[src/lpc_pkg.sv]
// Shared types, constants and AES helper functions for the payload cipher.
// No dependencies; used by every module of the block.
package lpc_pkg;

   localparam int BLOCK_BYTES_DEF = 16;
   localparam int QUEUE_DEPTH_DEF = 32;

   localparam logic [1:0] CSR_KEY_HIGH  = 2'd0;
   localparam logic [1:0] CSR_KEY_LOW   = 2'd1;
   localparam logic [1:0] CSR_DIRECTION = 2'd2;

   typedef struct packed {
      logic [7:0]  payload_byte;
      logic        first_byte;
      logic        last_byte;
      logic [31:0] device_address;
      logic [31:0] frame_counter;
   } req_type;

   typedef struct packed {
      logic [7:0] out_byte;
      logic       out_last;
   } rsp_type;

   // one classified byte moving from front to back
   typedef struct packed {
      logic [7:0] data;
      logic       last;
      logic [3:0] pos;
      logic       new_block;
   } job_type;

   // counter block request to the AES engine
   typedef struct packed {
      logic [31:0] address;
      logic [31:0] counter;
      logic [7:0]  index;
   } blk_type;

   function automatic logic [7:0] sbox(input logic [7:0] x);
      logic [7:0] t [256];
      t = '{
      8'h63,8'h7c,8'h77,8'h7b,8'hf2,8'h6b,8'h6f,8'hc5,8'h30,8'h01,8'h67,8'h2b,8'hfe,8'hd7,8'hab,8'h76,
      8'hca,8'h82,8'hc9,8'h7d,8'hfa,8'h59,8'h47,8'hf0,8'had,8'hd4,8'ha2,8'haf,8'h9c,8'ha4,8'h72,8'hc0,
      8'hb7,8'hfd,8'h93,8'h26,8'h36,8'h3f,8'hf7,8'hcc,8'h34,8'ha5,8'he5,8'hf1,8'h71,8'hd8,8'h31,8'h15,
      8'h04,8'hc7,8'h23,8'hc3,8'h18,8'h96,8'h05,8'h9a,8'h07,8'h12,8'h80,8'he2,8'heb,8'h27,8'hb2,8'h75,
      8'h09,8'h83,8'h2c,8'h1a,8'h1b,8'h6e,8'h5a,8'ha0,8'h52,8'h3b,8'hd6,8'hb3,8'h29,8'he3,8'h2f,8'h84,
      8'h53,8'hd1,8'h00,8'hed,8'h20,8'hfc,8'hb1,8'h5b,8'h6a,8'hcb,8'hbe,8'h39,8'h4a,8'h4c,8'h58,8'hcf,
      8'hd0,8'hef,8'haa,8'hfb,8'h43,8'h4d,8'h33,8'h85,8'h45,8'hf9,8'h02,8'h7f,8'h50,8'h3c,8'h9f,8'ha8,
      8'h51,8'ha3,8'h40,8'h8f,8'h92,8'h9d,8'h38,8'hf5,8'hbc,8'hb6,8'hda,8'h21,8'h10,8'hff,8'hf3,8'hd2,
      8'hcd,8'h0c,8'h13,8'hec,8'h5f,8'h97,8'h44,8'h17,8'hc4,8'ha7,8'h7e,8'h3d,8'h64,8'h5d,8'h19,8'h73,
      8'h60,8'h81,8'h4f,8'hdc,8'h22,8'h2a,8'h90,8'h88,8'h46,8'hee,8'hb8,8'h14,8'hde,8'h5e,8'h0b,8'hdb,
      8'he0,8'h32,8'h3a,8'h0a,8'h49,8'h06,8'h24,8'h5c,8'hc2,8'hd3,8'hac,8'h62,8'h91,8'h95,8'he4,8'h79,
      8'he7,8'hc8,8'h37,8'h6d,8'h8d,8'hd5,8'h4e,8'ha9,8'h6c,8'h56,8'hf4,8'hea,8'h65,8'h7a,8'hae,8'h08,
      8'hba,8'h78,8'h25,8'h2e,8'h1c,8'ha6,8'hb4,8'hc6,8'he8,8'hdd,8'h74,8'h1f,8'h4b,8'hbd,8'h8b,8'h8a,
      8'h70,8'h3e,8'hb5,8'h66,8'h48,8'h03,8'hf6,8'h0e,8'h61,8'h35,8'h57,8'hb9,8'h86,8'hc1,8'h1d,8'h9e,
      8'he1,8'hf8,8'h98,8'h11,8'h69,8'hd9,8'h8e,8'h94,8'h9b,8'h1e,8'h87,8'he9,8'hce,8'h55,8'h28,8'hdf,
      8'h8c,8'ha1,8'h89,8'h0d,8'hbf,8'he6,8'h42,8'h68,8'h41,8'h99,8'h2d,8'h0f,8'hb0,8'h54,8'hbb,8'h16};
      return t[x];
   endfunction

   function automatic logic [7:0] xtime(input logic [7:0] b);
      return {b[6:0], 1'b0} ^ (b[7] ? 8'h1b : 8'h00);
   endfunction

   // byte i of a 128-bit word sits in bits 127-8i .. 120-8i
   function automatic logic [7:0] byte_of(input logic [127:0] w, input logic [3:0] i);
      return w[8'd127 - {i, 3'b000} -: 8];
   endfunction

   // next round key from the current one and its round constant
   function automatic logic [127:0] key_step(input logic [127:0] k, input logic [7:0] rc);
      logic [31:0] w0, w1, w2, w3, t;
      w0 = k[127:96]; w1 = k[95:64]; w2 = k[63:32]; w3 = k[31:0];
      t  = {sbox(w3[23:16]) ^ rc, sbox(w3[15:8]), sbox(w3[7:0]), sbox(w3[31:24])};
      w0 = w0 ^ t;
      w1 = w1 ^ w0;
      w2 = w2 ^ w1;
      w3 = w3 ^ w2;
      return {w0, w1, w2, w3};
   endfunction

   // SubBytes, ShiftRows and, unless last, MixColumns
   function automatic logic [127:0] round_fn(input logic [127:0] s, input logic last);
      logic [127:0] t;
      logic [7:0]   a0, a1, a2, a3, al;
      for (int c = 0; c < 4; c++) begin
         for (int r = 0; r < 4; r++) begin
            t[127 - 8 * (c * 4 + r) -: 8] = sbox(s[127 - 8 * (((c + r) % 4) * 4 + r) -: 8]);
         end
      end
      if (!last) begin
         for (int c = 0; c < 4; c++) begin
            a0 = t[127 - 32 * c -: 8];
            a1 = t[119 - 32 * c -: 8];
            a2 = t[111 - 32 * c -: 8];
            a3 = t[103 - 32 * c -: 8];
            al = a0 ^ a1 ^ a2 ^ a3;
            t[127 - 32 * c -: 8] = a0 ^ al ^ xtime(a0 ^ a1);
            t[119 - 32 * c -: 8] = a1 ^ al ^ xtime(a1 ^ a2);
            t[111 - 32 * c -: 8] = a2 ^ al ^ xtime(a2 ^ a3);
            t[103 - 32 * c -: 8] = a3 ^ al ^ xtime(a3 ^ a0);
         end
      end
      return t;
   endfunction

endpackage

[src/lpc_front.sv]
// Front end: accepts requests, tracks byte position and block index,
// issues counter blocks to the AES engine. Depends on lpc_pkg.
module lpc_front #(
   parameter int BLOCK_BYTES = lpc_pkg::BLOCK_BYTES_DEF
) (
   input  logic              clock,
   input  logic              reset,
   input  logic              take,
   input  lpc_pkg::req_type  req,
   output lpc_pkg::job_type  job,
   output logic              blk_valid,
   output lpc_pkg::blk_type  blk
);
   localparam int PW = $clog2(BLOCK_BYTES);

   logic [PW-1:0] pos_ff, pos_in;
   logic [7:0]    index_ff, index_in;
   logic [31:0]   addr_ff, addr_in, cnt_ff, cnt_in;
   logic [PW-1:0] cur_pos;

   always_comb begin
      addr_in  = addr_ff;
      cnt_in   = cnt_ff;
      index_in = index_ff;
      cur_pos  = pos_ff;
      if (req.first_byte) begin
         addr_in  = req.device_address;
         cnt_in   = req.frame_counter;
         index_in = 8'd1;
         cur_pos  = '0;
      end else if (pos_ff == '0) begin
         index_in = index_ff + 8'd1;
      end
      pos_in = (cur_pos == PW'(BLOCK_BYTES - 1)) ? '0 : cur_pos + PW'(1);
   end

   assign blk_valid     = take && (req.first_byte || pos_ff == '0);
   assign blk.address   = addr_in;
   assign blk.counter   = cnt_in;
   assign blk.index     = index_in;
   assign job.data      = req.payload_byte;
   assign job.last      = req.last_byte;
   assign job.pos       = 4'(cur_pos);
   assign job.new_block = blk_valid;

   always_ff @(posedge clock) begin
      if (reset) begin
         pos_ff   <= '0;
         index_ff <= '0;
         addr_ff  <= '0;
         cnt_ff   <= '0;
      end else if (take) begin
         pos_ff   <= pos_in;
         index_ff <= index_in;
         addr_ff  <= addr_in;
         cnt_ff   <= cnt_in;
      end
   end
endmodule

[config.mk]
export PLATFORM = sky130hd
export DESIGN_NAME = lpc_front
export DESIGN_NICKNAME = d
export VERILOG_FILES = /design/src/lpc_pkg.sv /design/src/lpc_front.sv
export SDC_FILE = /design/constraint.sdc
export NUM_CORES = 1
export LEC_CHECK = 0
export BUFFER_PORTS_ARGS = -buffer_cell sky130_fd_sc_hd__buf_2
export CELL_PAD_IN_SITES_DETAIL_PLACEMENT = 1
export CELL_PAD_IN_SITES_GLOBAL_PLACEMENT = 1
export CORE_UTILIZATION = 35
export DETAILED_ROUTE_END_ITERATION = 16
export GPL_ROUTABILITY_DRIVEN = 0
export PLACE_DENSITY_LB_ADDON = 0.25
export RECOVER_POWER = 50
export SLEW_MARGIN = 40
export SYNTH_ARGS = -nofsm -noshare
export SYNTH_HDL_FRONTEND = slang
export SYNTH_SLANG_ARGS = --single-unit
[constraint.sdc]
create_clock -name clock -period 3.7 [get_ports clock]
set_input_delay 0.185 -clock clock [delete_from_list [all_inputs] [get_ports clock]]
set_output_delay 0.185 -clock clock [all_outputs]
set_load 0.01 [all_outputs]
* After elaboration in Yosys (flattened, before gate mapping) *
Cells that the tools add are included.

storage, ports and cells
  flip-flop bits (word level) = 76
  input bits = 77
  output and inout bits = 87

cells by class
  add/subtract/negate cells = 2
  equal/unequal tests = 1
  mux-type cells = 6
  reductions and logical operators = 3

operators by type and width
  kind                                         count
  two-way mux 32 bit                           2
  two-way mux 8 bit                            2
  adder 8 x 1 -> 8 bit, second input constant  1
  two-way mux 4 bit                            2
  adder 4 x 1 -> 4 bit, second input constant  1
  == test 4 bit, second input constant         1
  logical NOT 4 bit                            1
  logical AND 1 bit                            1
  logical OR 1 bit                             1

* Logic depth before layout (Yosys ltp) *
Gate-level depths: netlist (run 1).

  word-level depth = 3
  mapped depth = 10
  depth with buffers taken out = 6

* Least setup slack after synthesis (run 1) *
OpenSTA, ideal clock, no wires.

  kind = input port to flip-flop
  from = in req[65] (netlist name)
  to = reg pos_ff[3]
  setup time = 70 ps
  data arrival time = 1,746 ps
  required time = 3,630 ps
  slack = 1,884 ps
  stages = 10
  buffers on the path = 4
  cells stage by stage = clkbuf_1 buf_2 clkbuf_1 buf_2 nor2b_1 ha_1 a21o_1 a21oi_1 o21ai_0 a21oi_1

RTL lines
  what                  RTL line         RTL
  start, declared       lpc_front.sv:9   input lpc_pkg::req_type req,
  end signal, assigned  lpc_front.sv:53  pos_ff <= pos_in;
  end, declared         lpc_front.sv:16  logic [PW-1:0] pos_ff, pos_in;

==> flow_results.org, run 1 <==
** Power
- Peak supply drop :: about 0.00021 V
- Reported leakage power :: 2.11 nW
- Areal power density over the cells :: approximately 420 mW/mm^2

** Floorplanning
- Count of standard-cell rows :: 37
- Pin placement for this block handled between 150 and 200 I/O pins.
- Starting utilization of the core area :: a little over a third
- Die outline area :: 0.0112 mm^2
- Chip Width :: 106 um
- Chip height :: between 100 and 150 um
- Area of the core :: approximately 0.010 mm^2

** Detailed routing
- The routed layout has 3494 vias.
- Routed len/inst :: 14.5 um
- Wires add up to between 10 and 15 mm.
- The detail route stage leaves a number of antenna-violating nets equal to 0.
- After detailed routing, the number of vias per cell comes to 4.92.
- DRC viols :: 0
- Initial detailed-routing violation count :: 91
- Detailed-routing iteration count for the pre-antenna-repair pass :: 4

** Clock network
- Buffers inserted by post-CTS timing repair :: 0
- Gates resized, CTS repair :: 0
- In this run, CTS created clock tree buffers numbering 9.
- Number of buffers on the longest clock path :: 2
- Root Driver :: clkbuf_8
- Clock Sink Count :: 76
- The clock tree synthesis step divided the H-tree into 3 levels.
- For the worst-skew pair, the clock arrives at the later sink with an insertion delay of 0.34 ns.
- TritonCTS built the clock tree.
- In this run, post-CTS hold repair placed 0 buffers.
- Clock Pin Slew Worst Setup and Hold Paths :: about 0.08 ns

** Yosys
- After technology mapping, the gate count stands at approximately 460.
- Synth Register Bits :: 76
- The mapped netlist covers between 0.003 and 0.004 mm^2.
- Syn Nets :: 536
- For this run, the register share of the synthesized area comes to a little over 40%.
- YS warnings :: 0
- Syn Area/Cell :: 8.28 um^2
- The number of different library cells used by synthesis comes to 36.

** Timing
- In the final timing run, aggregate negative setup slack is 0 ns.
- Based on the critical path, the design can be clocked at up to around 380 MHz.
- Setup slack closes at 1.05 ns.
- RSZ-0062 raised after global routing :: false
- The worst path uses a little under three quarters of the clock period.
- The final max-slew violation count is 88.
- Number of setup violations in the final report :: 0
- The clock period could shrink to around 2.6 ns.
- Endpoints failing hold :: 0
- Actual slew at the worst max-slew pin :: between 2 and 2.5 ns
- Headroom to the max-slew limit came out at -37.9%.
- Maximum clock skew at final layout :: 0.00576 ns

** GRT
- The first global-routing pass estimated around 17 mm of wire.
- Global-route usage over all layers :: between 10% and 20%
- The number of global-route vias before repair was 3470.
- Total global routing overflow :: 0
- Largest net degree at the start of global routing :: 88
- The number of antenna violations at the first check in global routing came to 0.

** Finish
- Antenna Diode Count :: 0
- Number of nets in the layout :: 650
- From synthesis to final layout, the design area changed by 23.2%.
- Leaving out fill and tap cells, the most frequent cell in the layout is nor2_1.
- Proportion of layout cells with a drive suffix above 1 :: roughly a third
- After routing the design area is about 0.0047 mm^2.
- Leaving out fill and tap cells, the most frequent cells in the layout are nor2_1 (141), buf_2 (129), dfxtp_1 (76).
- After filler insertion, the fill cell instance count of the layout stands at between 1000 and 1500.

** Status
- Violations in the final reports :: capacitance limit, slew limit
- The run finished, with violations left.

** Placement
- The HPWL after detailed placement is approximately 7 mm.
- Post-placement setup slack :: 1.66 ns
- Post-placement cell area :: 0.00448 mm^2
- During placement, the flow inserted port buffers numbering ~150.

** Worst setup path
- Critical path launch point type :: input port
- Req. time, crit path :: around 3.5 ns
- Along the worst path, the maximum fanout reaches 87.
- The worst setup path is captured at a primary output.
- Category of the critical setup timing path :: input port to primary output
- At the worst endpoint, the arrival time is 2.46 ns.

** Flow run
- Number of max-cap violations :: 1

** Min path
- Type of the most critical hold path :: input port to flip-flop
==> sequential cells by signal (all words and copies together), names as in the netlist <==
| name | count |
|---|---|
| index_ff | 8 |
| cnt_ff | 32 |
| addr_ff | 32 |
| pos_ff | 4 |
==> cell type report <==
class                   count  area (um^2)  share of cell area (%)
multi-input cells         334         2030                    43.5
flip-flops and latches     76         1520                    32.7
repair buffers            148          729                    15.7
well taps                 136          170                    3.65
clock buffers               9          124                    2.66
clock inverters             5         78.8                    1.69
inverters                   2         7.51                   0.161
==> synthesized netlist by cell type, drive strengths merged <==
| cell type | number | area share, % |
|---|---|---|
| a21oi | 7 | 0.93 |
| nand3b | 3 | 0.60 |
| nor4 | 2 | 0.73 |
| buf | 26 | 4.1 |
| xnor2 | 1 | 0.23 |
| o21ai | 6 | 0.79 |
| nor4bb | 1 | 0.26 |
| mux2 | 64 | 19 |
| inv | 2 | 0.20 |
| xor2 | 5 | 1.2 |
| a311oi | 1 | 0.23 |
| mux2i | 2 | 0.53 |
| nand2 | 6 | 0.60 |
| and2b | 1 | 0.20 |
| and3 | 3 | 0.50 |
| a31oi | 3 | 0.50 |
| a21o | 1 | 0.20 |
| nor3 | 64 | 8.5 |
| ha | 2 | 0.66 |
| or3 | 6 | 0.99 |
| clkbuf | 19 | 1.9 |
| nor3b | 1 | 0.20 |
| nand4 | 5 | 1.2 |
| a32oi | 1 | 0.23 |
| nor2 | 141 | 14 |
| a211oi | 1 | 0.20 |
| nor2b | 4 | 0.66 |
| dfxtp | 76 | 40 |
| or2 | 1 | 0.17 |
| nand2b | 2 | 0.33 |
==> stage by stage <==
step                total power, mW  instances  hold slack (ns)  util [%]
floorplan                      1.17        457            0.458         -
global placement               1.29        696            0.370      43.0
detailed placement             1.30        696            0.370      43.0
CTS                            1.98        710            0.232      45.0
global route                   2.05        710            0.236      44.7
finish                         1.94        710            0.232      44.7
==> critical path: stages <==
cell and delay (ns):
clkbuf_2 1.04, or2_2 0.72, o21ai_0 0.28, buf_2 0.19
==> metal layers <==
| metal | global-route usage, % | share of wire [%] | up-vias |
|---|---|---|---|
| met4 | 6.94 | 1.1 | 0 |
| met5 | 0 | 0 | - |
| met2 | 32.3 | 50 | 78 |
| met3 | 5.33 | 5.6 | 14 |
| met1 | 21.4 | 43 | 1656 |
| li1 | - | - | 1746 |
==> cell families after synthesis <==
family          after synthesis  synth area share [%]
xor+xnor                      6                  1.39
mux                          66                  19.6
flops                        76                  40.2
fa+ha+maj                     2                 0.661
simple gates                240                  28.9
compound gates               20                  3.08
buf+inv                      47                  6.15
==> report_power, final <==
group / internal (mW) / switching, mW
Sequential: 0.871 / 0.0279
Combinational: 0.164 / 0.203
Clock: 0.371 / 0.306
==> final timing paths <==
path / startpoint / cells past startpoint / slack [ns] / end
min reg2reg: cnt_ff[13] / 2 / 0.48 / cnt_ff[13]
max: req[65] / 4 / 1.05 / blk[5]
min: req[16] / 4 / 0.23 / cnt_ff[16]
max reg2reg: pos_ff[0] / 4 / 1.61 / index_ff[7]
(Power assumes the default switching activity.)
==> inputs of run 2 (changes only) <==
--- a/config.mk
+++ b/config.mk
@@ -5,10 +5,11 @@
 export SDC_FILE = /design/constraint.sdc
 export NUM_CORES = 1
 export LEC_CHECK = 0
+export ABC_AREA = 1
 export BUFFER_PORTS_ARGS = -buffer_cell sky130_fd_sc_hd__buf_2
 export CELL_PAD_IN_SITES_DETAIL_PLACEMENT = 1
 export CELL_PAD_IN_SITES_GLOBAL_PLACEMENT = 1
-export CORE_UTILIZATION = 35
+export CORE_UTILIZATION = 33
 export DETAILED_ROUTE_END_ITERATION = 16
 export GPL_ROUTABILITY_DRIVEN = 0
 export PLACE_DENSITY_LB_ADDON = 0.25
==> constraint.sdc (replaced) <==
create_clock -name clock -period 2.5 [get_ports clock]
set_input_delay 0.125 -clock clock [delete_from_list [all_inputs] [get_ports clock]]
set_output_delay 0.125 -clock clock [all_outputs]
set_load 0.01 [all_outputs]
==> run 2 against run 1 <==
  * The flow now finishes without violations
  * Die area up 13%
  * First-iteration DRC count up 12%
  * Synthesized cell count up 33%
  * Global-route usage down 1.2 points
  * Count of clock-buffer cells in the layout up 2
  * Power up 75%
  * Via count up 18%
  * Worst setup slack worse by 0.49 ns
  * Clock skew about the same
  * Largest cell class unchanged
==> flow_results.org, run 2 <==
** Finish
- In the layout the commonest cells are inv_1 (149), buf_2 (132), o21ai_0 (88).
- Most common library cell in the layout ignoring fill and taps :: inv_1
- Multi-input gate area in the final layout :: ~0.0016 mm^2
- In the final layout, flip-flops and latches occupy 0.00152 mm^2.
- Layout fillers :: ~1600
- In the final layout, the registers with the most flip-flops are addr_ff (32), cnt_ff (32), index_ff (8).
- Relative to the synthesized area, the layout overhead comes to 23.6%.
- The net count of the finished layout is approximately 800.
- Antenna Diode Count :: 0
- Proportion of layout cells with a drive suffix above 1 :: 22.5%

** Timing
- Summed over all failing endpoints, the final setup total negative slack is 0 ns.
- In this run the tightest slew margin relative to its limit is between 10% and 20%.
- The hold violation total from the final report is 0.
- Worst-case hold slack :: about 0.14 ns
- The routed design could run at a clock period as short as just under 2 ns.
- Setup repair after global routing left no endpoint under its margin.
- Across the routed clock network, the largest skew measured is 0.00595 ns.
- Number of setup violations in the final report :: 0
- At the pin with the least slew margin, the transition time is between 1 and 1.5 ns.
- Share of the cycle needed by the critical path after routing :: 77.5%
- Static timing analysis puts the maximum clock frequency at just over 500 MHz.
- Total count of max-transition violations in the final report :: 0

** Floorplanning
- The core region is around 0.012 mm^2.
- Total I/O pin count :: roughly 160
- Die outline area :: approximately 0.013 mm^2
- Chip height :: between 100 and 150 um
- Count of standard-cell rows :: 40
- Measured along the x axis, the die boundary spans roughly 110 um.
- For this configuration, the core starts out at a cell density of around a third.

** Clock network
- Post-CTS timing repair inserted 0 buffers for setup.
- Gates resized, CTS repair :: 0
- The H-tree was split into 3 levels.
- Hold-fix buffers at CTS :: 0
- Clock Sink Count :: 76
- Worst-skew pair later-pin latency :: 0.33 ns
- Number of clock buffers inserted by TritonCTS :: 9
- TritonCTS clock tree :: built
- Clock Pin Slew Worst Setup and Hold Paths :: around 0.06 ns
- The clock passes through at most 2 buffers.
- The tree is rooted in a clkbuf_16.

** GRT
- After global routing, the most crowded layer is met2.
- Antenna violations before repair :: 0
- Number of global-route vias before repair :: slightly below 4000
- Wire length of the first global-routing pass :: ~18 mm
- Global routing usage on met3 :: under 10%
- Global-route usage over all layers :: ~17%
- Entering global routing, the biggest net connects 67 pins.
- Total global routing overflow :: 0
- Global routing used just over 20% of the available met1 tracks.
- Met2 Resource Use GR :: between 30% and 40%

** Yosys
- Synth Register Bits :: 76
- Synth cell types :: 27
- In the post-synthesis netlist, the cell with the most instances is inv_1.
- A synthesized cell averages between 6 and 7 um^2.
- Mapped Area :: 0.00404 mm^2
- During synthesis, Yosys emitted a total of 0 warnings.
- Register area share after synthesis :: a little under two fifths
- Share of Yosys cell area claimed by the top area cell type :: a little under two fifths
- Top cells by area, synth :: dfxtp_1 (38%), inv_1 (14%), o21ai_1 (11%)
- Counting flops with an async set or reset pin after synthesis yields a share of 0%.
- The most used flip-flop cell after synthesis is dfxtp_1.
- Post-synthesis cell type with the largest combined area :: dfxtp_1
- Syn Nets :: 688
- Number of synthesized flops with an enable pin :: 0
- The commonest cells after synthesis are inv_1 (149), o21ai_1 (86), nand2_1 (82), dfxtp_1 (76), a21oi_1 (75).
- Synth Instances :: 609

** Worst setup path
- Longest individual stage delay on the worst path :: roughly 0.35 ns
- Buffer and inverter count on the worst path :: 2
- In this design, the largest share of critical-path delay is due to simple AND/OR/NAND/NOR gates.
- The critical path is of the flip-flop to primary output type.
- Critical-path maximum fanout :: 10
- Req. time, crit path :: 2.38 ns
- Cell with the most instances on the worst path :: nand2_1
- Critical path arrival :: ~1.8 ns
- Critical-path top delay cell :: dfxtp_1
- Traced cell by cell, the critical path runs through nor2_2 > nand2_1 > nor2_1 > nand2_1 > nand2_1 > nand2_1 > inv_1 > buf_2.
- The setup check on the worst reg-to-reg path leaves a slack of 1.01 ns.
- STA classifies the critical path endpoint as a primary output.
- The worst setup path is launched from a flip-flop.

** Detailed routing
- Total wirelength of the detailed-routed design :: between 10 and 15 mm
- Routed len/inst :: 12.5 um
- The routed layout has between 4000 and 5000 vias.
- For this run, design rule violations remaining after detail routing come to 0.
- The first detailed-routing pass ran for 4 iterations.
- Initial detailed-routing violation count :: ~100
- Once detail routing completed, the nets flagged for antenna violations numbered 0.
- Via count normalized by instance count :: 4.71

** Power
- Summed over all cells, the static leakage comes to roughly 2.7 nW.
- The worst-case IR drop observed on VDD is 0.000294 V.
- Power spread over the standard cell area amounts to just under 700 mW/mm^2.

** Placement
- The wire-length estimate of the detail-placed layout is ~7.7 mm.
- Count of buffers from port buffering :: ~150

** Status
- The flow ran to the end, and the final reports show no timing, DRC or antenna violations.

** Min path
- Type of the most critical hold path :: input port to flip-flop

** Flow run
- The tool flagged a number of max-cap violations equal to 0.
-- run 2: changes by cell type after synthesis, moves of 68 or more --
cell,delta
nand2_1,+76
nor2_1,-131
a21oi_1,+68
o21ai_1,+86
inv_1,+148
-- run 2: worst register-to-register path, stage by stage (launching register included) --
cell	delay (ns)
dfxtp_1	0.35
nor2_2	0.13
nand2_1	0.22
nor2_1	0.35
nand2_1	0.08
nand2_1	0.08
nand3_2	0.08
a21oi_1	0.14
-- run 2: path summary, 6_finish.rpt --
| kind | from | end | cells after the start |
|---|---|---|---|
| hold / removal | req[31] | cnt_ff[31] | 5 |
| setup reg to reg | pos_ff[0] | index_ff[7] | 7 |
| hold reg to reg | pos_ff[1] | pos_ff[1] | 2 |
| setup / recovery | pos_ff[0] | blk[5] | 8 |
-- run 2: cells by family after synthesis --
group | share of synthesized area (%)
XOR/XNOR | 0.217
AND/OR/NAND/NOR | 11.6
AO/OA/AOI/OAI | 28.1
adder cells (fa/ha/maj) | 0.619
buffers and inverters | 21.8
flip-flops | 37.7
-- run 2: power breakdown --
group	total (mW)	internal, mW	switching [mW]
Combinational	0.569	0.211	0.359
Sequential	1.33	1.30	0.0314
Clock	1.50	0.998	0.500
-- run 2: metrics by stage --
step	power, mW	instances	worst slack, ns	area (um^2)	utilization (%)
floorplan	1.75	609	1.10	4040	-
global placement	1.92	858	0.834	4710	39.4
detailed placement	1.95	858	0.733	4710	39.4
CTS	3.47	873	0.729	5050	42.2
global route	3.58	873	0.394	4990	41.7
finish	3.40	873	0.562	4990	41.7
-- run 2: area by class of cell --
cell class,count,share of cell area [%]
multi-input cells,333,32.1
clock inverters,4,1.96
well taps,147,3.69
repair buffers,151,15.6
inverters,151,11.4
flip-flops and latches,76,30.5
clock buffers,11,4.86
-- run 2: metal layers --
layer / vias to the layer above / wire [um] / part of all wire (%)
met3: 21 / 619 / 5.7
met1: 1896 / 4870 / 44
met5: - / 0 / 0
met2: 91 / 5300 / 48
li1: 2107 / - / -
met4: 0 / 154 / 1.4
==> inputs of run 3 (changes only) <==
--- a/config.mk
+++ b/config.mk
@@ -9,7 +9,7 @@
 export BUFFER_PORTS_ARGS = -buffer_cell sky130_fd_sc_hd__buf_2
 export CELL_PAD_IN_SITES_DETAIL_PLACEMENT = 1
 export CELL_PAD_IN_SITES_GLOBAL_PLACEMENT = 1
-export CORE_UTILIZATION = 33
+export CORE_UTILIZATION = 30
 export DETAILED_ROUTE_END_ITERATION = 16
 export GPL_ROUTABILITY_DRIVEN = 0
 export PLACE_DENSITY_LB_ADDON = 0.25
==> constraint.sdc (replaced) <==
create_clock -name clock -period 1.7 [get_ports clock]
set_input_delay 0.085 -clock clock [delete_from_list [all_inputs] [get_ports clock]]
set_output_delay 0.085 -clock clock [all_outputs]
set_load 0.01 [all_outputs]
==> run 3 against run 2 <==
  * Combinational power increased by 50%
  * Via count fell by 0.90%
  * Count of clock-buffer cells in the layout grew 2
  * Register-to-register slack got worse by 0.57 ns
  * Die area up 9.8%
  * Hold slack got worse by 0.069 ns
  * First-iteration DRC count is 110% higher
  * Routed wire length up 0.19%
  * Power up 39%
  * Core utilization fell by 3.4 points
  * Final cell count grew 3.8%
  * Final area rose by 1.2%
  * Critical endpoint is now blk[6]
  * Largest power group is now registers
==> flow_results.org, run 3 (synthesis results as in run 2) <==
** Worst setup path
- The signal on the critical path passes through ha_2 > nand2_1 > nor2_4 > nand2_1 > nand2_1 > nand3_1 > inv_1 > buf_2.
- The worst register-to-register path ends at pos_ff[3].
- Critical-path maximum fanout :: 5
- Reg2reg path depth :: 8
- Capturing element type of the critical path :: primary output
- By startpoint and endpoint, the worst setup path is classified as flip-flop to primary output.
- Worst R2R Setup Slack :: roughly 0.44 ns
- On the worst path, the slowest cell contributes a delay of roughly 0.36 ns.
- Critical path launch point type :: flip-flop
- Counting both buffers and inverters, the worst setup path holds a total of 2.
- Worst path top cell family by delay :: simple AND/OR/NAND/NOR gates
- STA puts the critical path data arrival time at roughly 1.5 ns.
- Among all stages on the critical path, the largest delay is contributed by dfxtp_2.
- At the worst endpoint, the required time is around 1.6 ns.
- In this design, the critical path's most frequently occurring cell is nand2_1.
- Reg-to-reg critical path startpoint :: pos_ff[0]

** Power
- Combinational share of power :: around 18%
- Cell internal pwr :: 3.40 mW
- Post-layout total power :: 4.70 mW
- Switching power of the nets :: 1.30 mW
- Switching portion of total power :: between 20% and 30%
- Reported leakage power :: ~2.8 nW
- Clock network fraction of design power :: about two fifths
- Peak supply drop :: approximately 0.00047 V
- Proportion of power drawn by flip-flops and latches :: 41.5%
- Dividing total power by cell area gives a power density of a little over 900 mW/mm^2.

** Floorplanning
- Chip height :: 118 um
- Area of the core :: roughly 0.013 mm^2
- Chip Width :: 118 um
- For this design the top-level I/O count stands at between 150 and 200.
- Count of standard-cell rows :: 42
- Die outline area :: 0.0139 mm^2
- For this configuration, the core starts out at a cell density of between 30% and 40%.

** Detailed routing
- After the first detailed-routing iteration, the DRC count stood at around 220.
- DRC viols :: 0
- In the routed layout, each cell is associated on average with a via count of 4.50.
- Once detail routing completed, the nets flagged for antenna violations numbered 0.
- The first detailed-routing pass took 4 iterations.
- For this block, the routed nets add up to 11.0 mm of wire.
- Number of vias in the routed layout :: about 4100
- In the final routed layout, each cell accounts on average for 12.1 um.

** Timing
- Share of the cycle needed by the critical path after routing :: 93.7%
- Number of setup violations in the final report :: 0
- RSZ-0062 raised after global routing :: true
- Subtracting the final worst setup slack from the clock period gives around 1.6 ns.
- Derived from the worst setup path, the maximum achievable clock frequency is roughly 630 MHz.
- The hold violation total from the final report came to 0.
- Worst rel slew slack :: around 64%
- At the pin with the least slew margin, the transition time is 0.541 ns.
- Total count of max-transition violations in the final report :: 0
- Maximum clock skew at final layout :: 0.00170 ns
- Worst-case hold slack :: approximately 0.069 ns

** Clock network
- Clock tree synthesis selected as its root buffer the cell clkbuf_16.
- Clock Sink Count :: between 70 and 80
- Worst-skew pair later-pin latency :: 0.34 ns
- H-Tree Level Count :: 3
- In this run, CTS created clock tree buffers numbering 9.
- Number of buffers on the longest clock path :: 2
- Hold-fix buffers at CTS :: 0
- TritonCTS built the clock tree.
- Clock Pin Slew Worst Setup and Hold Paths :: 0.06 ns

** Placement
- Summing all placed instances gives a cell area of about 0.0048 mm^2.
- Post-detail-place hpwl :: 7.72 mm
- In this run the tool buffered the top-level ports with 145 buffer cells.

** Finish
- Most common library cell in the layout ignoring fill and taps :: inv_1
- The largest registers in the layout are addr_ff (32), cnt_ff (32), index_ff (8).
- In the final design database the tool counted ~800 nets.
- Area added between synthesis and finish :: 25.1%
- Proportion of layout cells with a drive suffix above 1 :: between 20% and 30%
- Final Cell Area :: a little over 0.005 mm^2
- The top cell types in the final layout, fill and taps aside, are inv_1 (149), buf_2 (140), o21ai_0 (94).

** GRT
- Entering global routing, the biggest net connects just under 80 pins.
- The number of antenna violations at the first check in global routing is 1.
- Total global routing overflow :: 0
- The number of global-route vias before repair came to 3874.
- Wire length of the first global-routing pass :: ~18 mm
- Global-route usage over all layers :: approximately 16%

** Min path
- Number of instances on the worst hold path :: 5
- Type of the most critical hold path :: input port to flip-flop
- The worst hold path begins at req[26].
- Endpoint with the worst hold slack :: cnt_ff[26]

** Status
- The run finished with clean final reports.

** Flow run
- Max-cap violations in this run came to 0.
-- run 3: changes by cell type in the layout (fill, tap and decap cells not counted), moves of 3 or more --
| cell | change |
|---|---|
| buf_2 | +8 |
| nor2_1 | -3 |
| o21ai_0 | +6 |
| o21ai_1 | -5 |
| clkbuf_1 | -7 |
| buf_4 | +4 |
| nor2_4 | +4 |
-- run 3: cell type report --
cell class,instances,area (um^2)
multi-input cells,333,1640
well taps,176,220
inverters,151,568
diodes,1,2.50
clock buffers,13,250
fillers,1762,8140
flip-flops and latches,76,1520
repair buffers,154,813
clock inverters,2,35.0
-- run 3: timing repair --
action | 4_1_cts | 5_1_grt
resized for setup | 0 | 4
endpoints found under the setup margin | 0 | 4
setup buffers | 0 | 1
-- run 3: power groups by stage --
stage	clock (mW)	sequential, mW	combinational (mW)
after detailed placement	0	1.99	0.877
after global routing	2.05	1.97	0.975
final	1.90	1.95	0.854
after floorplan	0	1.98	0.594
after CTS	1.98	1.95	0.884
after global placement	0	1.99	0.847
-- run 3: worst min-delay path, delay by kind of cell --
family / cells / cell delay [ns]
simple gates: 1 / 0.05
compound gates: 2 / 0.13
buf+inv: 2 / 0.12
-- run 3: through the flow --
step                setup WS [ns]  TNS, ns  util (%)  instances
floorplan                   0.343        0         -        609
global placement            0.452        0      36.1        889
detailed placement          0.396        0      36.1        889
CTS                        0.0413        0      38.3        904
global route             -0.00996  -0.0149      38.3        906
finish                      0.106        0      38.3        906
-- run 3: per-layer routing --
layer | wire (um) | up-vias | global-route usage, %
met5 | 0 | - | 0
met4 | 263 | 0 | 8.25
met3 | 534 | 16 | 4.07
met2 | 5280 | 93 | 26.9
met1 | 4890 | 1857 | 18.7
li1 | - | 2112 | -
-- run 3: worst max-delay path by stage --
stage | startpoint | to | slack (ns) | depth (start not counted)
floorplan | req[65] | pos_ff[3] | 0.34 | 10
global placement | index_ff[0] | blk[4] | 0.45 | 8
detailed placement | req[65] | addr_ff[16] | 0.40 | 5
CTS | index_ff[0] | blk[4] | 0.04 | 8
global route | index_ff[0] | blk[6] | -0.01 | 8
finish | index_ff[0] | blk[6] | 0.11 | 8
